<file path="config.mk">
export PLATFORM = sky130hd
export DESIGN_NAME = lgs_ctrl
export DESIGN_NICKNAME = d
export VERILOG_FILES = /design/src/hdl/lgs_pkg.sv /design/src/hdl/lgs_ctrl.sv
export SDC_FILE = /design/constraint.sdc
export NUM_CORES = 1
export LEC_CHECK = 0
export ABC_CLOCK_PERIOD_IN_PS = 1000
export BUFFER_PORTS_ARGS = -buffer_cell sky130_fd_sc_hd__buf_2
export CAP_MARGIN = 20
export CELL_PAD_IN_SITES_DETAIL_PLACEMENT = 2
export CELL_PAD_IN_SITES_GLOBAL_PLACEMENT = 2
export CORE_ASPECT_RATIO = 1.4
export CORE_MARGIN = 2
export CORE_UTILIZATION = 22
export CTS_BUF_LIST = sky130_fd_sc_hd__clkbuf_2
export CTS_CLUSTER_SIZE = 8
export DETAILED_ROUTE_END_ITERATION = 16
export GPL_TIMING_DRIVEN = 0
export PLACE_DENSITY = 0.71
export SLEW_MARGIN = 0
export SYNTH_ARGS = -nofsm -noshare
export SYNTH_HDL_FRONTEND = slang
export SYNTH_SLANG_ARGS = --single-unit
</file>
<file path="constraint.sdc">
create_clock -name i_clk -period 1 [get_ports i_clk]
set_input_delay 0.2 -clock i_clk [delete_from_list [all_inputs] [get_ports i_clk]]
set_output_delay 0.2 -clock i_clk [all_outputs]
set_load 0.02 [all_outputs]
</file>
<file path="src/hdl/lgs_pkg.sv">
// shared types, constants and codes of the life grid generation step block
`timescale 1ns / 1ps
`default_nettype none

package lgs_pkg;

    localparam int MAX_COLUMNS = 64;
    localparam int MAX_ROWS    = 64;

    // row and column index widths inside the grid store
    localparam int RA_W  = (MAX_ROWS > 1) ? $clog2(MAX_ROWS) : 1;
    localparam int CA_W  = (MAX_COLUMNS > 1) ? $clog2(MAX_COLUMNS) : 1;
    // widths that hold a clamped size, 1 up to the maximum
    localparam int SZR_W = $clog2(MAX_ROWS + 1);
    localparam int SZC_W = $clog2(MAX_COLUMNS + 1);

    // item field and configuration widths
    localparam int ACT_W     = 2;
    localparam int FLD_ROW_W = 6;
    localparam int FLD_COL_W = 6;
    localparam int CFG_W     = 7;
    localparam int CIDX_W    = 2;

    localparam logic [CIDX_W-1:0] CFG_GRID_WIDTH  = 2'd0;
    localparam logic [CIDX_W-1:0] CFG_GRID_HEIGHT = 2'd1;
    localparam logic [CIDX_W-1:0] CFG_WRAP_EDGES  = 2'd2;

    localparam logic [CFG_W-1:0] CFG_SIZE_RST = 7'd64;

    // B3/S23 neighbor counts
    localparam logic [3:0] NBR_BIRTH = 4'd3;
    localparam logic [3:0] NBR_KEEP  = 4'd2;

    typedef enum logic [ACT_W-1:0] {
        ACT_WRITE = 2'd0,
        ACT_READ  = 2'd1,
        ACT_STEP  = 2'd2,
        ACT_NONE  = 2'd3
    } t_action;

    typedef enum logic [1:0] {
        RD_CELL,
        RD_LAST,
        RD_FIRST,
        RD_NEXT
    } t_rd_sel;

    typedef enum logic [3:0] {
        ST_IDLE,
        ST_CELL_RD,
        ST_CELL_APPLY,
        ST_GEN_LAST,
        ST_GEN_FIRST,
        ST_GEN_ROW0,
        ST_GEN_FETCH,
        ST_GEN_NEXT,
        ST_GEN_CALC,
        ST_DONE
    } t_state;

    typedef struct packed {
        logic    take_in;
        logic    rd_en;
        t_rd_sel rd_sel;
        logic    wr_cell;
        logic    wr_gen;
        logic    cap_res;
        logic    ld_up;
        logic    ld_mid0;
        logic    ld_dn;
        logic    row_clr;
        logic    row_inc;
        logic    out_ld;
    } t_dp_cmd;

    typedef struct packed {
        logic last_row;
    } t_dp_stat;

endpackage

`default_nettype wire

</file>
<file path="src/hdl/lgs_ctrl.sv">
// sequencer for cell access and the row by row generation sweep
`timescale 1ns / 1ps
`default_nettype none

module lgs_ctrl
    import lgs_pkg::*;
(
    input  wire logic             i_clk,
    input  wire logic             i_rst_n,
    input  wire logic             i_in_valid,
    input  wire logic [ACT_W-1:0] i_action,
    input  wire logic             i_out_ready,
    input  wire t_dp_stat         i_stat,
    output logic                  o_in_ready,
    output logic                  o_out_valid,
    output t_dp_cmd               o_cmd
);

    t_state r_state;
    t_state n_state;
    logic   r_out_valid;
    logic   n_out_valid;
    logic   out_free;

    assign out_free = !r_out_valid || i_out_ready;

    always_ff @(posedge i_clk) begin
        if (!i_rst_n) begin
            r_state     <= ST_IDLE;
            r_out_valid <= 1'b0;
        end else begin
            r_state     <= n_state;
            r_out_valid <= n_out_valid;
        end
    end

    always_comb begin
        n_state = r_state;
        case (r_state)
            ST_IDLE: begin
                if (i_in_valid) begin
                    case (i_action)
                        ACT_WRITE, ACT_READ: n_state = ST_CELL_RD;
                        ACT_STEP:            n_state = ST_GEN_LAST;
                        default:             n_state = ST_DONE;
                    endcase
                end
            end
            ST_CELL_RD:    n_state = ST_CELL_APPLY;
            ST_CELL_APPLY: n_state = ST_DONE;
            ST_GEN_LAST:   n_state = ST_GEN_FIRST;
            ST_GEN_FIRST:  n_state = ST_GEN_ROW0;
            ST_GEN_ROW0:   n_state = ST_GEN_FETCH;
            ST_GEN_FETCH:  n_state = ST_GEN_NEXT;
            ST_GEN_NEXT:   n_state = ST_GEN_CALC;
            ST_GEN_CALC:   n_state = i_stat.last_row ? ST_DONE : ST_GEN_FETCH;
            ST_DONE: begin
                if (out_free) begin
                    n_state = ST_IDLE;
                end
            end
            default:       n_state = ST_IDLE;
        endcase
    end

    always_comb begin
        o_cmd = '0;
        o_cmd.rd_sel = RD_CELL;
        o_in_ready = 1'b0;
        case (r_state)
            ST_IDLE: begin
                o_in_ready    = 1'b1;
                o_cmd.take_in = i_in_valid;
            end
            ST_CELL_RD: begin
                o_cmd.rd_en  = 1'b1;
                o_cmd.rd_sel = RD_CELL;
            end
            ST_CELL_APPLY: begin
                o_cmd.wr_cell = 1'b1;
                o_cmd.cap_res = 1'b1;
            end
            ST_GEN_LAST: begin
                o_cmd.rd_en  = 1'b1;
                o_cmd.rd_sel = RD_LAST;
            end
            ST_GEN_FIRST: begin
                o_cmd.ld_up   = 1'b1;
                o_cmd.rd_en   = 1'b1;
                o_cmd.rd_sel  = RD_FIRST;
                o_cmd.row_clr = 1'b1;
            end
            ST_GEN_ROW0: begin
                o_cmd.ld_mid0 = 1'b1;
            end
            ST_GEN_FETCH: begin
                o_cmd.rd_en  = 1'b1;
                o_cmd.rd_sel = RD_NEXT;
            end
            ST_GEN_NEXT: begin
                o_cmd.ld_dn = 1'b1;
            end
            ST_GEN_CALC: begin
                o_cmd.wr_gen  = 1'b1;
                o_cmd.row_inc = 1'b1;
            end
            ST_DONE: begin
                o_cmd.out_ld = out_free;
            end
            default: ;
        endcase
    end

    always_comb begin
        if (o_cmd.out_ld) begin
            n_out_valid = 1'b1;
        end else if (i_out_ready) begin
            n_out_valid = 1'b0;
        end else begin
            n_out_valid = r_out_valid;
        end
    end

    assign o_out_valid = r_out_valid;

endmodule

`default_nettype wire

</file>
# After elaboration in Yosys (flattened, before gate mapping)

Index checks and enable logic that the tools add are counted.

Logic and storage cells: 38
Bits of input ports: 7
Register bits after elaboration: 5
Output and inout port bits: 15

Reductions and logical operators: 7
Eq/ne operators: 13
Mux-type cells: 16

Operators with widths:

| kind                                          | count |
|---|---|
| case mux 4 bit (10 select lines)              | 1 |
| == test 4 x 3 -> 1 bit, second input constant | 4 |
| two-way mux 4 bit                             | 3 |
| case mux 3 bit (4 select lines)               | 1 |
| two-way mux 1 bit                             | 10 |
| == test 4 x 2 -> 1 bit, second input constant | 2 |
| == test 4 bit, second input constant          | 2 |
| case mux 4 bit (2 select lines)               | 1 |
| == test 4 x 1 -> 1 bit, second input constant | 1 |
| zero test 4 bit                               | 1 |
| != test 2 bit, second input constant          | 2 |
| == test 2 x 1 -> 1 bit, second input constant | 1 |
| == test 2 bit, second input constant          | 1 |
| zero test 2 bit                               | 1 |
| AND reduction 2 bit                           | 1 |
| nonzero test 2 bit                            | 1 |
| OR reduction 2 bit                            | 1 |
| zero test 1 bit                               | 1 |
| logical OR 1 bit                              | 1 |

# Logic depth before layout (Yosys ltp)

Gate-level depths: netlist of the first run.

Depth in word-level cells: 5
Mapped depth: 5

# Worst setup path after synthesis of the first run

OpenSTA, ideal clock, no wires.

Path kind: register to output
From: register r_state[2]
To: output port o_cmd[5] (netlist bit)
Setup slack: -610 ps
Cell stages (with the launch flop): 5
Data required time: 800 ps
Buffers on the path: 2
Arrival time: 1410 ps
Path through: dfxtp_1 buf_6 nand2b_1 nor3_1 buf_4

RTL lines:

| what                   | line           | text |
|---|---|---|
| start, declared        | lgs_ctrl.sv:19 | `t_state r_state;` |
| start signal, assigned | lgs_ctrl.sv:32 | `r_state <= n_state;` |
| end, declared          | lgs_ctrl.sv:16 | `output t_dp_cmd o_cmd` |

==> results of run 1 <==
## power groups by stage
| stage | Combinational, mW | Sequential [mW] | Clock (mW) |
|---|---|---|---|
| 3_5_place_dp | 0.713 | 0.289 | 0 |
| 6_report | 1.06 | 0.289 | 0.211 |
| 2_1_floorplan | 0.551 | 0.279 | 0 |
| 5_1_grt | 1.13 | 0.294 | 0.229 |
| 3_3_place_gp | 0.701 | 0.284 | 0 |
| 4_1_cts | 1.00 | 0.288 | 0.226 |
## metal layers
metal,track usage,vias to the layer above,part of all wire
met5,0,-,0
met4,0.0779,0,0.018
met3,0.0184,3,0.021
met2,0.309,15,0.62
met1,0.166,280,0.34
li1,-,273,-
## final timing paths
path,to,slack [ns],cells past startpoint
max,o_cmd[8],-0.50,4
min,r_state[1]$_SDFFE_PN0P_,0.23,3
max reg2reg,r_state[3]$_SDFFE_PN0P_,-0.47,6
min reg2reg,o_out_valid$_SDFFE_PN0P_,0.55,2
## final cells by class
cell class,count,share of cell area
timing repair buffer,34,0.310
buffer,7,0.0965
inverter,1,0.00877
tap,21,0.0263
sequential,5,0.115
multi-input combinational,44,0.424
clock buffer,4,0.0201
## state kept, by name, summed over array words and instances (netlist names)
register	cells
r_state	4
o_out_valid	1
## Yosys cell counts
library cell and instances:
and3_1 1, mux2i_1 1, a21oi_1 2, a21boi_1 1, inv_2 1, nor2b_1 2, nor2_1 7, o21a_1 1
nand3_1 1, and2_1 3, dfxtp_1 5, o2bb2ai_1 1, nor3_2 2, o21ai_1 1, or2b_1 1, a2bb2oi_1 1
xnor2_1 1, o22a_1 1, buf_4 4, nand3b_2 1, buf_6 4, nor4_1 1, nand2b_1 3, nor4_4 1
nor2_2 1, nor3_1 4, nand2_1 4, o32a_1 1, nor4b_2 1
## worst max-delay path, delay by kind of cell, from the launching register on
family / cells / cell delay (ns)
AND/OR/NAND/NOR: 2 / 0.46
flip-flops: 1 / 0.37
buffers and inverters: 2 / 0.22
## kinds of logic after synthesis
family | count (synthesis) | synth area share
xor gates and xnor gates | 1 | 0.0185
AOI/OAI and AO/OA | 9 | 0.140
buffers and inverters | 9 | 0.166
muxes | 1 | 0.0211
and+or+nand+nor | 33 | 0.443
DFF | 5 | 0.211
## repair_timing
action / CTS / global route
setup buffers: 10 / 3
pin swaps: 5 / 10
gates cloned: 0 / 0
endpoints found under the setup margin: 18 / 18
gates resized for setup: 38 / 7
## per-stage QoR
step	power [mW]	worst slack, ns	instance area [um2]
finish	1.56	-0.501	998
global route	1.66	-0.577	998
CTS	1.52	-0.529	948
detailed placement	1.00	-0.351	714
global placement	0.984	-0.332	714
floorplan	0.830	-0.323	583
==> results.json, run 1 <==
{
  "crit_path_start": "r_state[1]$_SDFFE_PN0P_",
  "setup_tns_ns": -7.28,
  "arrival_ns": 1.30,
  "synthesis.nets": 65,
  "final-hold-violation-count": 0,
  "cts_tree": "yes",
  "cts_sinks": 5,
  "syn_inst": 58,
  "yosysUniqueCellTypes": 29,
  "cpPeakStageDelay_ns": 0.37,
  "drtIter0Drc": 2,
  "worstHoldStart": "i_rst_n",
  "yosysWarnings": 0,
  "r2r-start": "r_state[1]$_SDFFE_PN0P_",
  "grt_pass1_vias": 592,
  "hold_ws_ns": 0.230,
  "ir_worst_vdd_mv": 0.763,
  "hpwl_um": 1200,
  "final_cell_mix": "buf_6 (14), buf_4 (13), buf_2 (8)",
  "status": "complete, but fails checks",
  "synth.avg_cell_area_um2": 8.18,
  "port_buffers": 21,
  "fin_skew_ns": 0.0125,
  "synthTopCellsByArea": "dfxtp_1 (21%), buf_6 (9.5%), buf_4 (6.3%), nor2_1 (5.5%), nor4_4 (4.5%)",
  "finalNetCount": 103,
  "syn_to_final_growth_pct": 111,
  "fin_crit_sh": 1.50,
  "clock_latency_ns": 0.24,
  "yosys.area.top_type_share": 0.211,
  "power.clock.fraction": 0.135,
  "p_switching_mw": 0.641,
  "die_area_um2": 2550,
  "power_frac_seq": 0.185,
  "comb_power_share": 0.681,
  "path_common_cell": "buf_6",
  "p_int_mw": 0.924,
  "cts_hold_buffers": 0,
  "register_area_um2": 115,
  "htreeDepth": 1,
  "multi_input_area_um2": 423,
  "worst_pin_slew_ns": 0.354,
  "p_per_area_nw_per_um2": 1570,
  "post-synth-top-area-cell": "dfxtp_1",
  "detail_route.wl_per_cell_um": 16.7,
  "drive_gt1_frac": 0.747,
  "grt-ovfl-total": 0,
  "grt_use_total": 0.160,
  "first_pass_iters": 4,
  "antenna_found_initial": 0,
  "initial_core_util": 0.237,
  "ctsLongestPathBuffers": 2,
  "leakage_nw": 0.437,
  "grt_max_degree": 11,
  "timing.fmax_mhz": 666,
  "switching_share": 0.409,
  "gp_congestion": 0.680,
  "mostFrequentLayoutCell": "buf_6",
  "numCtsBuffers": 3,
  "clock_tree.root_cell": "clkbuf_2",
  "grt_pass1_wl_um": 2870,
  "fin_util": 0.500,
  "drcViolationCount": 0,
  "rows": 19,
  "crit_chain": "or2b_4 -> nor3_4 -> buf_6 -> buf_6",
  "antenna_cells": 0,
  "antenna_left": 0,
  "drv_slew": 0,
  "final_cells": 116,
  "relSlewSlack": 0.762,
  "final.setup.worst_slack_ns": -0.501,
  "path_clk_slew_ns": 0.07,
  "dp.cells": 100,
  "dieWidth_um": 43.2,
  "ys_seq_area_frac": 0.211,
  "core_area_um2": 2000,
  "finalSetupViolCount": 18,
  "maxCapViolCount": 0,
  "fillers": 209,
  "worstSetupEndpointType": "output pin",
  "required_ns": 0.80,
  "violations": "setup timing",
  "rsz0062_at_grt": "yes",
  "hp-class": "in2reg",
  "drt_wl_total_um": 1940,
  "routed_via_density": 4.92,
  "die_h_um": 58.9,
  "period_needed_ns": 1.50,
  "ys_ff_latch": 5,
  "via_count": 571,
  "ios": 22,
  "path_max_fanout": 3,
  "mappedNetlistArea_um2": 474,
  "crit_type": "reg2out",
  "cp-start-kind": "flop",
  "crit_path_top_delay_cell": "dfxtp_4"
}
(Power assumes the default switching activity.)
==> run 2, diff against run 1 <==
ABC_AREA = 1   (was default)
CORE_UTILIZATION = 19   (was 22)
PLACE_DENSITY = 0.7   (was 0.71)
==> results.json, run 2 <==
{
  "status": "complete, but fails checks",
  "violations": "setup timing",
  "maxCapViolCount": 0,
  "reg2reg_slack_ns": -0.34,
  "numCtsBuffers": 3,
  "async_flop_share": 0,
  "drv_slew": 0,
  "fin_skew_ns": 0.000317,
  "hp-class": "in2reg",
  "drt_wl_total_um": 1780,
  "rsz0062_at_grt": "yes",
  "grt-ovfl-total": 0,
  "finalNetCount": 111,
  "regMostFlops": "r_state",
  "finalSetupViolCount": 19,
  "power_frac_seq": 0.165,
  "p_per_area_nw_per_um2": 2730,
  "r2r-start": "r_state[0]$_SDFFE_PN0P_",
  "worst_pin_slew_ns": 0.250,
  "synth_ff_type": "dfxtp_1",
  "first_pass_iters": 3,
  "worstSetupEndpointType": "output pin",
  "register_area_um2": 114,
  "post-synth-top-area-cell": "dfxtp_1",
  "r2r_end": "r_state[1]$_SDFFE_PN0P_",
  "mappedNetlistArea_um2": 423,
  "final_cell_mix": "buf_6 (17), buf_4 (12), nor2_4 (7), nor2_1 (7), buf_2 (7)",
  "cts_tree": "yes",
  "synth.avg_cell_area_um2": 6.31,
  "via_count": 563,
  "drcViolationCount": 0,
  "ios": 22,
  "synthesis.nets": 74,
  "ir_worst_vdd_mv": 0.757,
  "multi_input_area_um2": 377,
  "power.clock.fraction": 0.073,
  "leakage_nw": 0.436,
  "clock_tree.root_cell": "clkbuf_2",
  "path_clk_slew_ns": 0.05,
  "grt_max_degree": 7,
  "fin_crit_sh": 1.43,
  "port_buffers": 21,
  "rr_worst_depth": 8,
  "worstHoldEndpoint": "r_state[2]$_SDFFE_PN0P_",
  "yosysWarnings": 0,
  "drive_gt1_frac": 0.786,
  "comb_power_share": 0.762,
  "cts_hold_buffers": 0,
  "htreeDepth": 1,
  "required_ns": 0.80,
  "ys_ff_latch": 5,
  "grt_pass1_wl_um": 2530,
  "worstHoldStart": "i_rst_n",
  "ctsLongestPathBuffers": 2,
  "ys_seq_area_frac": 0.237,
  "largest_reg_flops": 4,
  "yosysUniqueCellTypes": 19,
  "arrival_ns": 1.23,
  "initial_core_util": 0.197,
  "antenna_cells": 0,
  "hpwl_um": 1190,
  "setup_tns_ns": -5.55,
  "fin_util": 0.422,
  "min_delay_path_depth": 3,
  "grt_pass1_vias": 560,
  "hold_ws_ns": 0.286,
  "netlist_top_cells_count": "nor2_1 (14), nand2_1 (10), inv_1 (6)",
  "synth_edf_count": 0,
  "gp_congestion": 0.687,
  "final-hold-violation-count": 0,
  "syn_to_final_growth_pct": 114,
  "timing.fmax_mhz": 701,
  "antenna_found_initial": 0,
  "routed_via_density": 4.50,
  "switching_share": 0.491,
  "final.setup.worst_slack_ns": -0.426,
  "syn_inst": 67,
  "grt_use_total": 0.130,
  "synthTopCellsByArea": "dfxtp_1 (24%), nor2_1 (12%), nand2_1 (8.9%), buf_4 (7.1%), nand2_2 (5.9%)",
  "die_h_um": 59.8,
  "core_area_um2": 2150,
  "crit_type": "reg2out",
  "dieWidth_um": 43.9,
  "path_max_fanout": 5,
  "drtIter0Drc": 1,
  "p_switching_mw": 1.22,
  "die_area_um2": 2620,
  "yosys.area.top_type_share": 0.237,
  "cp-start-kind": "flop",
  "detail_route.wl_per_cell_um": 14.3,
  "clock_latency_ns": 0.21,
  "fillers": 254,
  "period_needed_ns": 1.43,
  "cts_sinks": 5,
  "relSlewSlack": 0.833,
  "mostFrequentLayoutCell": "buf_6",
  "yosysMostFrequentCell": "nor2_1",
  "p_int_mw": 1.26,
  "antenna_left": 0,
  "rows": 20
}
-- run 2: changes by cell type in the layout (fill, tap and decap cells not counted), moves of 4 or more --
cell and delta:
nand2_1 +4, nand2_4 +5, inv_1 +4, nor2_2 +5, nor2_4 +5, buf_12 -4
-- run 2: how the worst max path moves through the flow --
stage                            startpoint  endpoint  slack [ns]
global route        r_state[0]$_SDFFE_PN0P_  o_cmd[5]       -0.51
global placement    r_state[0]$_SDFFE_PN0P_  o_cmd[0]       -0.23
floorplan           r_state[1]$_SDFFE_PN0P_  o_cmd[5]       -0.09
CTS                 r_state[1]$_SDFFE_PN0P_  o_cmd[5]       -0.39
finish              r_state[0]$_SDFFE_PN0P_  o_cmd[5]       -0.43
detailed placement  r_state[0]$_SDFFE_PN0P_  o_cmd[0]       -0.25
-- run 2: power groups by stage --
stage / registers, mW / logic (mW) / clock network, mW
after global routing: 0.420 / 2.02 / 0.197
after detailed placement: 0.387 / 1.21 / 0
after CTS: 0.393 / 1.53 / 0.192
after global placement: 0.382 / 1.19 / 0
after floorplan: 0.372 / 0.919 / 0
final: 0.409 / 1.88 / 0.180
-- run 2: metrics by stage --
| step | instances | worst slack (ns) | power [mW] | cell area (um2) |
|---|---|---|---|---|
| after detailed placement | 110 | -0.254 | 1.60 | 654 |
| after floorplan | 67 | -0.0923 | 1.29 | 522 |
| after CTS | 119 | -0.392 | 2.12 | 802 |
| after global placement | 110 | -0.235 | 1.57 | 654 |
| final | 125 | -0.426 | 2.47 | 907 |
| after global routing | 125 | -0.506 | 2.64 | 907 |
-- run 2: cells by family after synthesis --
group	after synthesis	synth area share
and+or+nand+nor	41	0.494
AOI/OAI and AO/OA	7	0.109
DFF	5	0.237
buffers and inverters	14	0.160
-- run 2: worst max-delay path, stage by stage (launching register included) --
cell and delay [ns]:
dfxtp_4 0.38, nor2_4 0.23, inv_4 0.09, nor2_4 0.11
buf_6 0.10, buf_6 0.10
-- run 2: final cells by class --
| class | instances | area share |
|---|---|---|
| multi-input cells | 48 | 0.415 |
| clock buffers | 4 | 0.0221 |
| flip-flops and latches | 5 | 0.126 |
| well taps | 22 | 0.0303 |
| plain buffers | 4 | 0.0455 |
| repair buffers | 32 | 0.303 |
| inverters | 10 | 0.0579 |
-- run 2: per-layer routing --
| layer | share of wire | vias to the layer above | GRT usage |
|---|---|---|---|
| li1 | - | 278 | - |
| met2 | 0.64 | 15 | 0.244 |
| met5 | 0 | - | 0 |
| met4 | 0.0067 | 0 | 0.0649 |
| met3 | 0.030 | 2 | 0.0121 |
| met1 | 0.32 | 268 | 0.140 |
-- run 2: timing repair --
| item | in CTS | in global routing |
|---|---|---|
| endpoints found under the setup margin | 19 | 19 |
| pin swaps | 4 | 7 |
| setup buffers | 5 | 7 |
| gates resized for setup | 29 | 17 |
==> run 3, diff against run 2 <==
BUFFER_PORTS_ARGS = default   (was -buffer_cell sky130_fd_sc_hd__buf_2)
CORE_ASPECT_RATIO = default   (was 1.4)
CORE_UTILIZATION = 27   (was 19)
DONT_BUFFER_PORTS = 1   (was default)
PLACE_DENSITY = 0.71   (was 0.7)
==> results.json, run 3 (synthesized netlist as in run 2, its figures left out) <==
{
  "worstSetupEndpointType": "output pin",
  "leakage_nw": 0.318,
  "drv_slew": 0,
  "grt_use_total": 0.147,
  "final.setup.worst_slack_ns": -0.368,
  "gp_congestion": 0.672,
  "critPathBufInv": 3,
  "routed_via_density": 4.90,
  "cts_tree": "yes",
  "crit_chain": "inv_6 -> nor2_4 -> nand2_1 -> inv_2 -> buf_6",
  "status": "complete, but fails checks",
  "final_cell_mix": "nor2_1 (9), buf_4 (9), nor2_4 (8)",
  "grt_max_degree": 7,
  "hpwl_um": 954,
  "clock_tree.root_cell": "clkbuf_2",
  "fillers": 157,
  "clock_latency_ns": 0.21,
  "dp.cells": 83,
  "crit_path_start": "r_state[3]$_SDFFE_PN0P_",
  "required_ns": 0.80,
  "htreeDepth": 1,
  "via_count": 485,
  "first_pass_iters": 2,
  "die_h_um": 43.6,
  "final-hold-violation-count": 0,
  "antenna_cells": 0,
  "grt_pass1_wl_um": 2100,
  "relSlewSlack": 0.748,
  "rows": 14,
  "detail_route.wl_per_cell_um": 17.3,
  "final_cells": 99,
  "numCtsBuffers": 3,
  "fin_crit_sh": 1.37,
  "regMostFlops": "r_state",
  "hp-class": "in2reg",
  "port_buffers": 0,
  "critPathTopFamily": "flip-flops",
  "largest_reg_flops": 4,
  "crit_type": "reg2out",
  "power_mw": 2.25,
  "cp-start-kind": "flop",
  "drcViolationCount": 0,
  "arrival_ns": 1.17,
  "core_area_um2": 1490,
  "finalInstanceArea_um2": 759,
  "violations": "setup timing",
  "ios": 22,
  "syn_to_final_growth_pct": 79.6,
  "grt-ovfl-total": 0,
  "dieWidth_um": 43.6,
  "drtIter0Drc": 1,
  "worstHoldStart": "i_stat",
  "fin_skew_ns": 0.00363,
  "crit_path_top_delay_cell": "dfxtp_4",
  "period_needed_ns": 1.37,
  "cts_sinks": 5,
  "r2r-start": "r_state[0]$_SDFFE_PN0P_",
  "cpPeakStageDelay_ns": 0.36,
  "path_clk_slew_ns": 0.06,
  "cts_hold_buffers": 0,
  "antenna_left": 0,
  "ir_worst_vdd_mv": 1.39,
  "timing.fmax_mhz": 731,
  "finalSetupViolCount": 19,
  "worst_pin_slew_ns": 0.377,
  "p_per_area_nw_per_um2": 2960,
  "maxCapViolCount": 0,
  "drive_gt1_frac": 0.735,
  "drt_wl_total_um": 1720,
  "finalNetCount": 91,
  "initial_core_util": 0.284,
  "antenna_found_initial": 0,
  "ctsLongestPathBuffers": 2,
  "die_area_um2": 1900,
  "placed_cell_area_um2": 542,
  "path_max_fanout": 4,
  "rsz0062_at_grt": "yes",
  "grt_pass1_vias": 492
}
-- run 3: cell count changes in the layout (fill, tap and decap cells not counted), sizes merged --
cell  previous run  this run
buf             36        16
-- run 3: final timing paths --
path                                  end  slack [ns]  cells past startpoint
hold / removal    r_state[2]$_SDFFE_PN0P_        0.21                      3
hold reg to reg   r_state[1]$_SDFFE_PN0P_        0.69                      3
setup / recovery                 o_cmd[7]       -0.37                      5
setup reg to reg  r_state[0]$_SDFFE_PN0P_       -0.31                      8
-- run 3: metrics by stage --
| stage | setup slack, ns | hold WS (ns) | utilization | setup TNS, ns |
|---|---|---|---|---|
| after floorplan | -0.0923 | 0.391 | - | -0.390 |
| after global placement | -0.160 | 0.419 | 0.364 | -1.24 |
| after detailed placement | -0.165 | 0.418 | 0.364 | -1.30 |
| after CTS | -0.346 | 0.199 | 0.444 | -4.33 |
| after global routing | -0.446 | 0.219 | 0.510 | -5.83 |
| final | -0.368 | 0.212 | 0.510 | -4.75 |
-- run 3: worst min-delay path: stages --
cell,delay (ns)
o21ai_2,0.05
nor2_1,0.10
nor2_1,0.04
-- run 3: cell type report --
class                   count  area, um2  area share
plain buffers               4       41.3      0.0544
clock buffers               4       20.0      0.0264
inverters                  10       57.6      0.0758
multi-input cells          48        399       0.526
flip-flops and latches      5        116       0.153
well taps                  16       20.0      0.0264
repair buffers             12        105       0.138
-- run 3: timing repair --
item,CTS,global route
resized for setup,13,14
pin swaps,7,12
setup endpoints to repair,19,19
setup buffers,7,5
-- run 3: report_power, final --
part	total, mW	leakage (nW)	internal, mW	switching, mW
Clock	0.183	0.0166	0.106	0.0774
Sequential	0.413	0.0442	0.280	0.133
Combinational	1.65	0.257	0.667	0.987
Total	2.25	0.318	1.05	1.20
-- run 3: per-layer routing --
layer / track usage / vias to the layer above / routed length (um)
met3: 0.00417 / 0 / 41
li1: - / 241 / -
met4: 0.0545 / 0 / 0
met1: 0.180 / 231 / 660
met2: 0.271 / 13 / 1010
met5: 0 / - / 0
